$ cat src/rtl/sck_pkg.sv
// Shared types, widths and register codes for the soft chroma key blender.
// Used by the root cells, the divider cells and the top level.
package sck_pkg;

  localparam int CMAX       = 255;
  localparam int CH_W       = 8;
  localparam int RAD_W      = 9;
  localparam int SQ_W       = 18;
  localparam int X_W        = 34;
  localparam int ROOT_W     = 17;
  localparam int ROOT_CELLS = 17;
  localparam int NUM_W      = 25;
  localparam int DEN_W      = 17;
  localparam int DIV_CELLS  = 8;
  localparam int ADDR_W     = 5;
  localparam int IDX_W      = 3;

  localparam logic [IDX_W-1:0] REG_KEY_RED   = 3'd0;
  localparam logic [IDX_W-1:0] REG_KEY_GREEN = 3'd1;
  localparam logic [IDX_W-1:0] REG_KEY_BLUE  = 3'd2;
  localparam logic [IDX_W-1:0] REG_INNER     = 3'd3;
  localparam logic [IDX_W-1:0] REG_OUTER     = 3'd4;

  typedef struct packed {
    logic [CH_W-1:0] fore_blue;
    logic [CH_W-1:0] fore_green;
    logic [CH_W-1:0] fore_red;
    logic [CH_W-1:0] back_blue;
    logic [CH_W-1:0] back_green;
    logic [CH_W-1:0] back_red;
  } pix_t;

  typedef struct packed {
    pix_t pix;
    logic le_in;
    logic ge_out;
  } item_t;

endpackage

$ cat src/rtl/sck_div_cell.sv
// One quotient bit of the restoring ramp divider, registered, with stall control.
// Depends on sck_pkg.
module sck_div_cell #(
  parameter int K = 0
) (
  input  logic                        clk,
  input  logic                        rst,
  input  logic [sck_pkg::DEN_W-1:0]   den,
  input  logic                        in_valid,
  output logic                        in_ready,
  input  sck_pkg::item_t              in_item,
  input  logic [sck_pkg::NUM_W-1:0]   in_rem,
  input  logic [sck_pkg::CH_W-1:0]    in_quo,
  output logic                        out_valid,
  input  logic                        out_ready,
  output sck_pkg::item_t              out_item,
  output logic [sck_pkg::NUM_W-1:0]   out_rem,
  output logic [sck_pkg::CH_W-1:0]    out_quo
);
  import sck_pkg::*;

  logic [NUM_W-1:0] dsh;
  logic [NUM_W-1:0] rem_next;
  logic [CH_W-1:0]  quo_next;

  assign in_ready = !out_valid || out_ready;
  assign dsh      = NUM_W'(den) << K;

  always_comb begin
    if (in_rem >= dsh) begin
      rem_next = in_rem - dsh;
      quo_next = in_quo | (CH_W'(1) << K);
    end else begin
      rem_next = in_rem;
      quo_next = in_quo;
    end
  end

  always_ff @(posedge clk) begin
    if (rst) begin
      out_valid <= 1'b0;
    end else if (in_ready) begin
      out_valid <= in_valid;
    end
  end

  always_ff @(posedge clk) begin
    if (in_ready) begin
      out_item <= in_item;
      out_rem  <= rem_next;
      out_quo  <= quo_next;
    end
  end

endmodule

$ cat config.mk
export PLATFORM = sky130hd
export DESIGN_NAME = sck_div_cell
export DESIGN_NICKNAME = d
export VERILOG_FILES = /design/src/rtl/sck_pkg.sv /design/src/rtl/sck_div_cell.sv
export SDC_FILE = /design/constraint.sdc
export NUM_CORES = 1
export LEC_CHECK = 0
export BUFFER_PORTS_ARGS = -buffer_cell sky130_fd_sc_hd__buf_4
export CAP_MARGIN = 0
export CORE_ASPECT_RATIO = 1.5
export CORE_MARGIN = 4
export CORE_UTILIZATION = 45
export DETAILED_ROUTE_END_ITERATION = 10
export PLACE_DENSITY_LB_ADDON = 0.1
export SYNTH_ARGS = -nofsm -noshare
export SYNTH_HDL_FRONTEND = slang
export SYNTH_SLANG_ARGS = --single-unit
$ cat constraint.sdc
create_clock -name clk -period 3.9 [get_ports clk]
set_clock_uncertainty 0.2 [all_clocks]
set_input_delay 0.195 -clock clk [delete_from_list [all_inputs] [get_ports clk]]
set_output_delay 0.195 -clock clk [all_outputs]
set_load 0.02 [all_outputs]
==> reports/summary.txt <==
outcome = completed
CTS Buf Count = 9
Cell Chain, Critical Path = dlygate4sd3_1, buf_4, ha_1, nand3_1, o21ai_1, a21oi_1, o311ai_4, buf_4, mux2_2
Worst Hold Path Cells = 3
Max-cap violations = 0
diode count = 0
initial core utilization = 46.5%
WS Path Type = in -> reg
GPL Wtd Cong = 0.852
vias in the first global route = 3516
Avg Synthesized Cell Area = 13.2 sq um
setup TNS = 0 ps
sw frac = 26.4%
routed vias = 3371
VDD IR max = 0.323 mV
Post-synth EDFFs = 83
Worst-Skew Late Latency = 330 ps
Layout fillers = 544
initial antenna violation count = 0
post-detailed-placement half-perimeter wirelength = 7.98 mm
Core Util, Final = 76.6%
Most used DFF post-synth = edfxtp_1
CORE AREA = 8460 sq um
Hold WC Path Type = in -> reg
clock sinks = 84
CTS tree = yes
fin worst setup slack = 390 ps
post-CTS setup buffers = 0
drt pass-1 iters = 4
sequential share of power = 43.1%
Power Density = 404 nW/um^2
critical path's slowest cell = o311ai_4
fin nets = 684
Tmin final = 3510 ps
DRT Wirelength = 11.3 mm
mapped cell area = 3940 sq um
power after layout = 2.62 mW
DR iter-0 viols = 144
vias per cell = 5.00
Period Utilization, post-route = 90.0%
pin count of the biggest net entering global routing = 86
WL/cell = 16.8 um
Worst-path clk slew = 70 ps
FF-to-FF Start = out_valid$_SDFFE_PP0P_
Worst Path Arrival = 3390 ps
path depth of the worst reg2reg path = 3
CP max FO = 24
Yosys cell types = 49
H-tree depth = 3
Final Hold Vio Count = 0
number of synthesis warnings = 0
worst reg2reg endpoint = out_valid$_SDFFE_PP0P_
Longest Clk Path Bufs = 2
Post-CTS Resized = 0
fin cells = 674
clk root buf = clkbuf_16
Die ar. = 10300 sq um
max incr delay on CP = 880 ps
Rel. slew slack = 27.3%
Syn Nets = 419
first-pass GRT wire length = 17.7 mm
cell internal pwr = 1.93 mW
hold path start = in_rem[10]
DRC viols = 0
pre-CTS WS = 597 ps
R2R setup slack = 1590 ps
CP startpoint kind = input port
Final setup viols = 0
area delta synth->final = 64.7%
Psw = 0.690 mW
sequential-to-total area share from yosys stat = 63.8%
worst-margin pin slew = 1090 ps
max-slew violation count = 0
asr flop ratio synth = 0%
Die Y = 123 um
Die W = 84.4 um
cell count after synthesis = 297
Port Buf Inserts = 188
unrepaired setup endpoints after global routing = false
total gr overflow = 0
Logic pwr share = 24.0%
placed insts = 586
Yosys reg bits = 84
Max Freq = 285 MHz
final antenna-violating net count = 0
Ports = 189
FP Rows = 41
crit end category = register
P_leak = 2.84 nW
share of cells above drive strength 1 = 38.8%
Hold Path Sink = out_rem[10]$_DFFE_PP_
share of total power in the clock network = 32.9%
CP dominant cell by count = buf_4
Critical Path RT = 3780 ps
All-Layer GR Usage = 21.9%
==> worst max path at each step <==
stage	from	end	slack, ps
after global placement	in_rem[3]	out_rem[3]$_DFFE_PP_	650
final	in_rem[3]	out_rem[4]$_DFFE_PP_	390
after global routing	in_rem[3]	out_rem[4]$_DFFE_PP_	90
after floorplan	out_valid$_SDFFE_PP0P_	out_item[0]$_DFFE_PP_	790
after detailed placement	in_rem[3]	out_rem[4]$_DFFE_PP_	600
after CTS	in_rem[3]	out_rem[4]$_DFFE_PP_	390
==> cell families after synthesis <==
group | count (synthesis) | share of synthesized area [%]
adders and majority gates | 18 | 5.91
buffers and inverters | 32 | 3.50
AOI/OAI and AO/OA | 63 | 10.6
xor gates and xnor gates | 22 | 4.90
and+or+nand+nor | 73 | 9.76
DFF | 84 | 63.8
muxes | 5 | 1.53
==> critical path: cells and delay by family <==
kind / cells / cell delay [ps]
buffers and inverters: 3 / 1000
AOI/OAI and AO/OA: 3 / 1340
and+or+nand+nor: 1 / 150
adders and majority gates: 1 / 360
muxes: 1 / 350
==> area by class of cell <==
| class | instances | area [sq um] | area share (%) |
|---|---|---|---|
| Sequential cell | 84 | 2510 | 38.8 |
| Timing Repair Buffer | 261 | 2140 | 33.0 |
| Multi-Input combinational cell | 181 | 1290 | 19.9 |
| Clock buffer | 10 | 239 | 3.69 |
| Tap cell | 107 | 134 | 2.07 |
| Inverter | 25 | 93.8 | 1.45 |
| Clock inverter | 6 | 70.1 | 1.08 |
==> cell usage after synthesis, types with 2 or more instances <==
cell type / n / area (sq um)
o21a_1: 4 / 30.0
nor2_1: 25 / 93.8
xor2_1: 9 / 78.8
o211ai_1: 2 / 15.0
nor3_1: 8 / 40.0
buf_6: 2 / 22.5
and2_1: 2 / 12.5
nand2_1: 11 / 41.3
mux2_2: 4 / 45.0
nand4_1: 3 / 18.8
nand3b_1: 3 / 22.5
nand2b_1: 3 / 18.8
inv_1: 25 / 93.8
ha_1: 17 / 213
o21ai_0: 8 / 40.0
edfxtp_1: 83 / 2490
nor4_1: 2 / 12.5
clkbuf_1: 3 / 11.3
nor2b_1: 2 / 12.5
a31oi_1: 2 / 12.5
a21oi_1: 32 / 160
xnor2_1: 13 / 114
o31ai_1: 3 / 22.5
nand3_1: 6 / 30.0
==> power groups by stage <==
| stage | clock network [mW] | registers (mW) | logic (mW) |
|---|---|---|---|
| 2_1_floorplan | 0 | 1.26 | 0.180 |
| 3_3_place_gp | 0 | 1.14 | 0.558 |
| 3_5_place_dp | 0 | 1.15 | 0.565 |
| 4_1_cts | 0.881 | 1.13 | 0.627 |
| 5_1_grt | 0.932 | 1.13 | 0.673 |
| 6_report | 0.862 | 1.13 | 0.627 |
==> stage by stage <==
stage	instance area, sq um	hold WS, ps
final	6480	14.9
after global routing	6480	6.38
after CTS	6480	1.96
after detailed placement	5450	152
after global placement	5450	149
after floorplan	3940	64.1
==> layout by cell type, fill, tap and decap left out, drive strengths merged, types with 2 or more instances in the layout <==
master	instances
nor4	2
xnor2	13
nand4	3
a31oi	3
mux2	5
or2	2
o21a	4
nand2	12
inv	27
nand2b	3
clkinvlp	2
nor3	9
nand3	6
edfxtp	83
ha	17
and2	2
o31ai	3
nor2	25
o211ai	3
a21oi	32
buf	189
o21ai	9
clkbuf	10
dlygate4sd3	72
nand3b	3
nor2b	2
xor2	9
==> state kept, by name, summed over array words and instances (netlist names) <==
signal,count
out_valid,1
out_quo,8
out_item,50
out_rem,25
==> routing by layer <==
layer / vias up / global-route usage (%) / part of all wire (%)
li1: 1629 / - / -
met1: 1594 / 24.5 / 37
met2: 133 / 40.5 / 55
met3: 15 / 5.17 / 6.0
met4: 0 / 7.82 / 2.1
met5: - / 0 / 0
==> repair_timing <==
action | in CTS | in global routing
hold buffers | 72 | 0
setup endpoints to repair | 0 | 0
endpoints found under the hold margin | 71 | 0
No activity file was read; power rests on OpenSTA's default activity.
