[config.mk]
export PLATFORM = sky130hd
export DESIGN_NAME = sck_root_cell
export DESIGN_NICKNAME = d
export VERILOG_FILES = /design/src/rtl/sck_pkg.sv /design/src/rtl/sck_root_cell.sv
export SDC_FILE = /design/constraint.sdc
export NUM_CORES = 1
export LEC_CHECK = 0
export ABC_AREA = 1
export BUFFER_PORTS_ARGS = -buffer_cell sky130_fd_sc_hd__buf_2
export CAP_MARGIN = 20
export CORE_ASPECT_RATIO = 1.75
export CORE_MARGIN = 3
export CORE_UTILIZATION = 45
export CTS_BUF_LIST = sky130_fd_sc_hd__clkbuf_2
export DETAILED_ROUTE_END_ITERATION = 8
export PLACE_DENSITY_LB_ADDON = 0.08
export SLEW_MARGIN = 40
export SYNTH_ARGS = -nofsm -noshare
export SYNTH_HDL_FRONTEND = slang
export SYNTH_SLANG_ARGS = --single-unit
[constraint.sdc]
create_clock -name clk -period 4.88 [get_ports clk]
set_clock_uncertainty 0.15 [all_clocks]
set_input_delay 0 -clock clk [delete_from_list [all_inputs] [get_ports clk]]
set_output_delay 0 -clock clk [all_outputs]
set_load 0.02 [all_outputs]
[src/rtl/sck_pkg.sv]
// Shared types, widths and register codes for the soft chroma key blender.
// Used by the root cells, the divider cells and the top level.
package sck_pkg;

  localparam int CMAX       = 255;
  localparam int CH_W       = 8;
  localparam int RAD_W      = 9;
  localparam int SQ_W       = 18;
  localparam int X_W        = 34;
  localparam int ROOT_W     = 17;
  localparam int ROOT_CELLS = 17;
  localparam int NUM_W      = 25;
  localparam int DEN_W      = 17;
  localparam int DIV_CELLS  = 8;
  localparam int ADDR_W     = 5;
  localparam int IDX_W      = 3;

  localparam logic [IDX_W-1:0] REG_KEY_RED   = 3'd0;
  localparam logic [IDX_W-1:0] REG_KEY_GREEN = 3'd1;
  localparam logic [IDX_W-1:0] REG_KEY_BLUE  = 3'd2;
  localparam logic [IDX_W-1:0] REG_INNER     = 3'd3;
  localparam logic [IDX_W-1:0] REG_OUTER     = 3'd4;

  typedef struct packed {
    logic [CH_W-1:0] fore_blue;
    logic [CH_W-1:0] fore_green;
    logic [CH_W-1:0] fore_red;
    logic [CH_W-1:0] back_blue;
    logic [CH_W-1:0] back_green;
    logic [CH_W-1:0] back_red;
  } pix_t;

  typedef struct packed {
    pix_t pix;
    logic le_in;
    logic ge_out;
  } item_t;

endpackage

[src/rtl/sck_root_cell.sv]
// One digit step of the floor square root, registered, with stall control.
// Depends on sck_pkg.
module sck_root_cell #(
  parameter int K = 0
) (
  input  logic                      clk,
  input  logic                      rst,
  input  logic                      in_valid,
  output logic                      in_ready,
  input  sck_pkg::item_t            in_item,
  input  logic [sck_pkg::X_W-1:0]   in_x,
  input  logic [sck_pkg::X_W-1:0]   in_root,
  output logic                      out_valid,
  input  logic                      out_ready,
  output sck_pkg::item_t            out_item,
  output logic [sck_pkg::X_W-1:0]   out_x,
  output logic [sck_pkg::X_W-1:0]   out_root
);
  import sck_pkg::*;

  logic [X_W-1:0] bitv;
  logic [X_W-1:0] trial;
  logic [X_W-1:0] x_next;
  logic [X_W-1:0] root_next;

  assign in_ready = !out_valid || out_ready;
  assign bitv     = X_W'(1) << (2 * K);
  assign trial    = in_root + bitv;

  always_comb begin
    if (in_x >= trial) begin
      x_next    = in_x - trial;
      root_next = (in_root >> 1) + bitv;
    end else begin
      x_next    = in_x;
      root_next = in_root >> 1;
    end
  end

  always_ff @(posedge clk) begin
    if (rst) begin
      out_valid <= 1'b0;
    end else if (in_ready) begin
      out_valid <= in_valid;
    end
  end

  always_ff @(posedge clk) begin
    if (in_ready) begin
      out_item <= in_item;
      out_x    <= x_next;
      out_root <= root_next;
    end
  end

endmodule

==> results of run 1 <==
[placed cells by master, fill, tap and decap left out, drive strengths merged, types with 2 or more instances in the layout]
cell type,Yosys,final
xnor2,6,6
diode,0,2
nor2,96,96
clkbuf,3,20
o21bai,3,3
bufinv,0,2
a21oi,30,30
nand3b,7,7
ha,36,36
o21ai,42,42
inv,142,142
nor3,25,25
nor4,5,5
dlygate4sd3,0,271
nand3,49,49
edfxtp,118,118
nand4,14,14
nand2,403,403
xor2,69,69
buf,15,245
clkinv,1,9
[cell type report]
class / instances / area [um^2]
diodes: 2 / 5.005
clock buffers: 20 / 100.1
clock inverters: 11 / 108.9
fillers: 1470 / 5176
inverters: 143 / 536.8
multi-input cells: 789 / 4024
flip-flops and latches: 119 / 3563
well taps: 231 / 289.0
repair buffers: 516 / 3974
[registers in the layout, summed over array words and instances, names as in the netlist]
register   count
out_valid      1
out_x         34
out_root      34
out_item      50
[worst paths after layout]
kind | from | endpoint | slack (ns) | depth (start not counted)
setup / recovery | in_root[26] | out_root[5] | 0.20 | 25
hold / removal | in_root[25] | out_root[24] | 0.05 | 4
setup reg to reg | out_valid | out_item[48] | 2.95 | 2
hold reg to reg | out_valid | out_root[16] | 0.76 | 1
[routing by layer]
metal	vias up	share of wire, %	wire length (um)	GRT usage (%)
met5	-	0	0	0
met4	0	6.7	2280	21.64
met3	114	6.5	2229	6.418
met2	416	53	18270	64.50
met1	4249	33	11440	33.42
li1	4469	-	-	-
[synthesized netlist by cell type, types with 2 or more instances]
| cell type | count |
|---|---|
| nand2_1 | 400 |
| inv_1 | 140 |
| edfxtp_1 | 118 |
| nor2_1 | 88 |
| xor2_1 | 69 |
| nand3_1 | 44 |
| ha_1 | 36 |
| a21oi_1 | 29 |
| o21ai_0 | 25 |
| nor3_1 | 24 |
| o21ai_1 | 17 |
| nand4_1 | 14 |
| nor2_2 | 8 |
| nand3b_1 | 7 |
| buf_2 | 6 |
| buf_6 | 6 |
| xnor2_1 | 6 |
| nand3_2 | 5 |
| nor4_1 | 4 |
| o21bai_1 | 3 |
| buf_4 | 2 |
| clkbuf_2 | 2 |
| inv_2 | 2 |
| nand2_2 | 2 |
[cells by family after synthesis]
kind of cell / share of synthesized area (%)
xor gates and xnor gates: 7.955
AOI/OAI and AO/OA: 4.682
adders and majority gates: 5.697
and+or+nand+nor: 30.30
buffers and inverters: 8.212
DFF: 43.15
[critical path: stages]
cell,delay [ns]
dlygate4sd3_1,0.55
buf_2,0.18
nand2_1,0.08
nor2_1,0.20
nand4_1,0.11
dlygate4sd3_1,0.58
nor2_1,0.10
dlygate4sd3_1,0.55
nand2_1,0.07
xor2_1,0.21
o21ai_1,0.09
ha_1,0.33
nand2_1,0.06
inv_1,0.14
nand3_1,0.11
nor2_1,0.18
nand2_1,0.07
nand3_1,0.10
nor2_2,0.05
nand2_4,0.16
inv_2,0.16
buf_12,0.22
nand2_1,0.09
nand2_1,0.06
dlygate4sd3_1,0.57
[metrics by stage]
step	power, uW	utilization [%]
global route	3345	70.88
finish	3183	70.88
CTS	3137	70.85
detailed placement	2291	54.42
floorplan	1964	-
global placement	2282	54.42
[power groups by stage]
stage / logic [uW] / registers [uW] / clock network, uW
2_1_floorplan: 444 / 1520 / 0
3_3_place_gp: 937 / 1340 / 0
3_5_place_dp: 942 / 1350 / 0
4_1_cts: 1180 / 1320 / 634
5_1_grt: 1310 / 1340 / 688
6_report: 1210 / 1330 / 639
[repair_timing]
| action | 4_1_cts | 5_1_grt |
|---|---|---|
| hold buffers | 271 | 0 |
| resized for setup | 0 | 0 |
| endpoints found under the hold margin | 150 | 0 |
==> flow_summary.yaml, run 1 <==
placement:
  gp_congestion: 1.019
  detailedPlace.worstSlack_ns: 0.7944
  io_buffers: 241
  placed_area_mm2: 0.009674
  dp_hpwl_um: 23440
  dp_cells: 1527
synthesis:
  ys_warn_count: 0
  synth_cells: 1069
  synth.distinct_cells: 36
  synth_seq_cells: 119
  syn_area_mm2: 0.008258
  syn_nets: 1228
  yosysTopAreaCell: "edfxtp_1"
  async_flop_share_pct: 0
  synth_top_area_share_pct: 42.91
  synthTopCellsByArea: "edfxtp_1, nand2_1, xor2_1"
  syn_avg_cell_area_um2: 7.725
  synth-edff-count: 118
  synth_ff_type: "edfxtp_1"
  synth.yosys.seq_area_share_pct: 43.15
clocking:
  cts_max_level: 4
  clock_path_buffers: 2
  cts_buffers: 17
  cts_tree: "yes"
  path_clk_slew_ns: 0.18
  cts_root_buf: "clkbuf_2"
  cts_setup_buffers: 0
  cts.sinks: 119
  clkLatencyLatePin_ns: 0.76
outcome:
  status: "finished clean"
sta:
  slew_viol_final: 0
  tightest_slew_ns: 0.8663
  rsz0062_at_grt: "false"
  min_period_over_period_pct: 95.90
  setup_ws_ns: 0.2001
  relSlewSlack_pct: 41.72
  hold_slack_ns: 0.04579
  setup_viol: 0
  finalSetupTns_ns: 0
  finalCriticalPeriod_ns: 4.680
  max_freq_ghz: 0.2137
  finalHoldViolCount: 0
power:
  power.internal_uw: 2013
  swShare_pct: 36.74
  comb_power_share_pct: 38.0
  powerDensity_mw_per_mm2: 252.6
  ir_worst_vdd_v: 0.0001535
  p_switching_uw: 1169
  seqPwrFrac_pct: 41.9
  p_clk_share_pct: 20.1
  p_leak_uw: 0.006138
route:
  routedWlPerCell_um: 18.69
  routed_wirelength_um: 34220
  vias: 9248
  first_iter_violations: 568
  drc: 0
  drtPass1Iterations: 5
  viasPerCell: 5.051
  ant_nets: 0
die:
  coreArea_mm2: 0.01778
  die_h_um: 185.2
  ios: 242
  start_util_pct: 46.45
  rows: 64
  design.die.area_mm2: 0.02008
  die_w_um: 108.4
layout:
  drive_gt1_share_pct: 18.59
  area_delta_synth_final_pct: 52.59
  fin_area_mm2: 0.01260
  nets: 1745
  stdcell_count: 1831
global_routing:
  grt_pass1_vias: 9572
  grtUsageTotal_pct: 34.27
  grt_max_degree: 86
  grt_pass1_wl_um: 50780
  grt_overflow: 0
  antenna_found_initial: 2
critical_path:
  path_max_fanout: 29
  crit_path_start_kind: "input pin"
  crit_type: "in -> reg"
  arrival_ns: 5.05
  cp-end-kind: "register"
  required_ns: 5.25
job:
  cap_violations: 0
hold_path:
  hold_path_class: "in -> reg"
(Power assumes the default switching activity.)
==> run 2, diff against run 1 <==
--- a/config.mk
+++ b/config.mk
@@ -10,7 +10,7 @@
 export CAP_MARGIN = 20
 export CORE_ASPECT_RATIO = 1.75
 export CORE_MARGIN = 3
-export CORE_UTILIZATION = 45
+export CORE_UTILIZATION = 54
 export CTS_BUF_LIST = sky130_fd_sc_hd__clkbuf_2
 export DETAILED_ROUTE_END_ITERATION = 8
 export PLACE_DENSITY_LB_ADDON = 0.08
==> constraint.sdc (replaced) <==
create_clock -name clk -period 4.88 [get_ports clk]
set_clock_uncertainty 0.15 [all_clocks]
set_input_delay 0 -clock clk [delete_from_list [all_inputs] [get_ports clk]]
set_output_delay 0 -clock clk [all_outputs]
set_load 0.01 [all_outputs]
==> run 2 against run 1 <==
Effect of this change:
- critical path depth up 1
- clock power rose by 16%
- utilization up 11 points
- sequential power barely moved
- first-iteration DRC count increased by 53%
- die area shrank 16%
- design area shrank 3.0%
- routed wire length fell by 2.2%
- sequential share of layout area is 0.87 points higher
- global-route usage grew 4.6 points
- critical endpoint is now out_root[23]
==> flow_summary.yaml, run 2 (synthesis results as in run 1) <==
placement:
  dp_cells: 1479
  dp_hpwl_um: 21830
  gp_congestion: 1.062
  io_buffers: 241
  detailedPlace.worstSlack_ns: 0.7652
layout:
  nets: 1707
  largest_register: "out_item"
  largest_register_ffs: 50
  largest_registers: "out_item (50), out_root (34), out_x (34)"
  final_cell_mix: "nand2_1, buf_2, dlygate4sd3_1"
  drive_gt1_share_pct: 19.74
  area_delta_synth_final_pct: 48.05
  stdcell_count: 1744
  layout_commonest_cell: "nand2_1"
sta:
  setup_viol: 0
  max_freq_ghz: 0.2137
  relSlewSlack_pct: 52.09
  min_period_over_period_pct: 95.87
  finalSetupTns_ns: 0
  finalHoldViolCount: 0
  slew_viol_final: 0
  setup_ws_ns: 0.2014
  rsz0062_at_grt: "false"
  tightest_slew_ns: 0.7121
  finalCriticalPeriod_ns: 4.679
die:
  start_util_pct: 55.38
  design.die.area_mm2: 0.01687
  coreArea_mm2: 0.01491
  die_h_um: 169.6
  die_w_um: 99.48
  rows: 59
  ios: 242
critical_path:
  arrival_ns: 5.02
  cpLargestDelayFamily: "buffers and inverters"
  crit_path_frequent_cell: "nand2_1"
  critPathBufInv: 9
  required_ns: 5.22
  slowest_stage: "dlygate4sd3_1"
  slowest_delay_ns: 0.58
  cp-end-kind: "register"
  crit_path_start_kind: "input pin"
  crit_type: "in -> reg"
  path_max_fanout: 20
power:
  ir_worst_vdd_v: 0.0002004
  p_leak_uw: 0.006005
  powerDensity_mw_per_mm2: 257.7
route:
  viasPerCell: 5.502
  routedWlPerCell_um: 19.19
  first_iter_violations: 869
  vias: 9596
  ant_nets: 0
  drtPass1Iterations: 6
  routed_wirelength_um: 33470
  drc: 0
clocking:
  cts_root_buf: "clkbuf_2"
  cts_buffers: 17
  clock_path_buffers: 2
  cts_tree: "yes"
  cts_max_level: 4
  cts.sinks: 119
  path_clk_slew_ns: 0.23
  clkLatencyLatePin_ns: 0.68
global_routing:
  grt_pass1_vias: 9706
  grt_max_degree: 81
  grt_pass1_wl_um: 49990
  grtUsageTotal_pct: 38.86
  grt_overflow: 0
  antenna_found_initial: 1
hold_path:
  hold_path_class: "in -> reg"
job:
  cap_violations: 0
outcome:
  status: "finished clean"
-- run 2: cell count changes in the layout (fill, tap and decap cells not counted), sizes merged --
cell / previous run / this run
inv: 142 / 144
dlygate4sd3: 271 / 227
clkbuf: 20 / 18
buf: 245 / 250
diode: 2 / 1
clkinv: 9 / 10
bufinv: 2 / 3
clkinvlp: 1 / 0
-- run 2: tightest hold or removal path: stages --
cell and delay, ns:
dlygate4sd3_1 0.54, buf_2 0.14, nand2_1 0.05, nand2_1 0.04
-- run 2: path summary, 6_finish.rpt --
kind,from,end,slack (ns),cells past startpoint
worst max-delay path,in_root[20],out_root[23],0.20,26
worst min-delay path,in_x[14],out_x[14],0.06,4
worst max register to register,out_valid,out_root[8],2.87,2
worst min register to register,out_valid,out_item[29],0.98,1
-- run 2: layout make-up --
type                    instances  area (um^2)
flip-flops and latches        119         3563
clock buffers                  17        85.08
well taps                     183        229.0
clock inverters                14        175.2
multi-input cells             789         4034
repair buffers                478         3595
fillers                       982         2686
inverters                     143        541.8
diodes                          1        2.502
-- run 2: report_power, final --
group	switching (uW)	leakage [uW]	total [uW]	internal, uW
sequential	43.4	0.00125	1330	1280
combinational	623	0.00460	1080	457
clock	454	0.000159	743	289
-- run 2: routing by layer --
layer,track usage (%),share of wire [%],vias up
met2,69.38,51,684
met3,6.993,8.0,194
met4,28.72,8.5,0
met1,39.76,33,4313
met5,0,0,-
li1,-,-,4405
-- run 2: timing repair --
| item | in CTS | in global routing |
|---|---|---|
| endpoints found under the setup margin | 0 | 54 |
| hold buffers | 226 | 1 |
| buffers inserted | 0 | 4 |
| endpoints found under the hold margin | 132 | 1 |
| gates resized for setup | 0 | 6 |
-- run 2: per-stage QoR --
| stage | hold WS (ns) | utilization [%] | area (um^2) | total power [uW] |
|---|---|---|---|---|
| after floorplan | -0.08093 | - | 8258 | 1863 |
| after global placement | 0.009137 | 64.39 | 9602 | 2157 |
| after detailed placement | 0.01219 | 64.39 | 9602 | 2170 |
| after CTS | 0.004271 | 81.31 | 12120 | 3052 |
| after global routing | 0.03093 | 81.99 | 12230 | 3283 |
| final | 0.05950 | 81.99 | 12230 | 3150 |
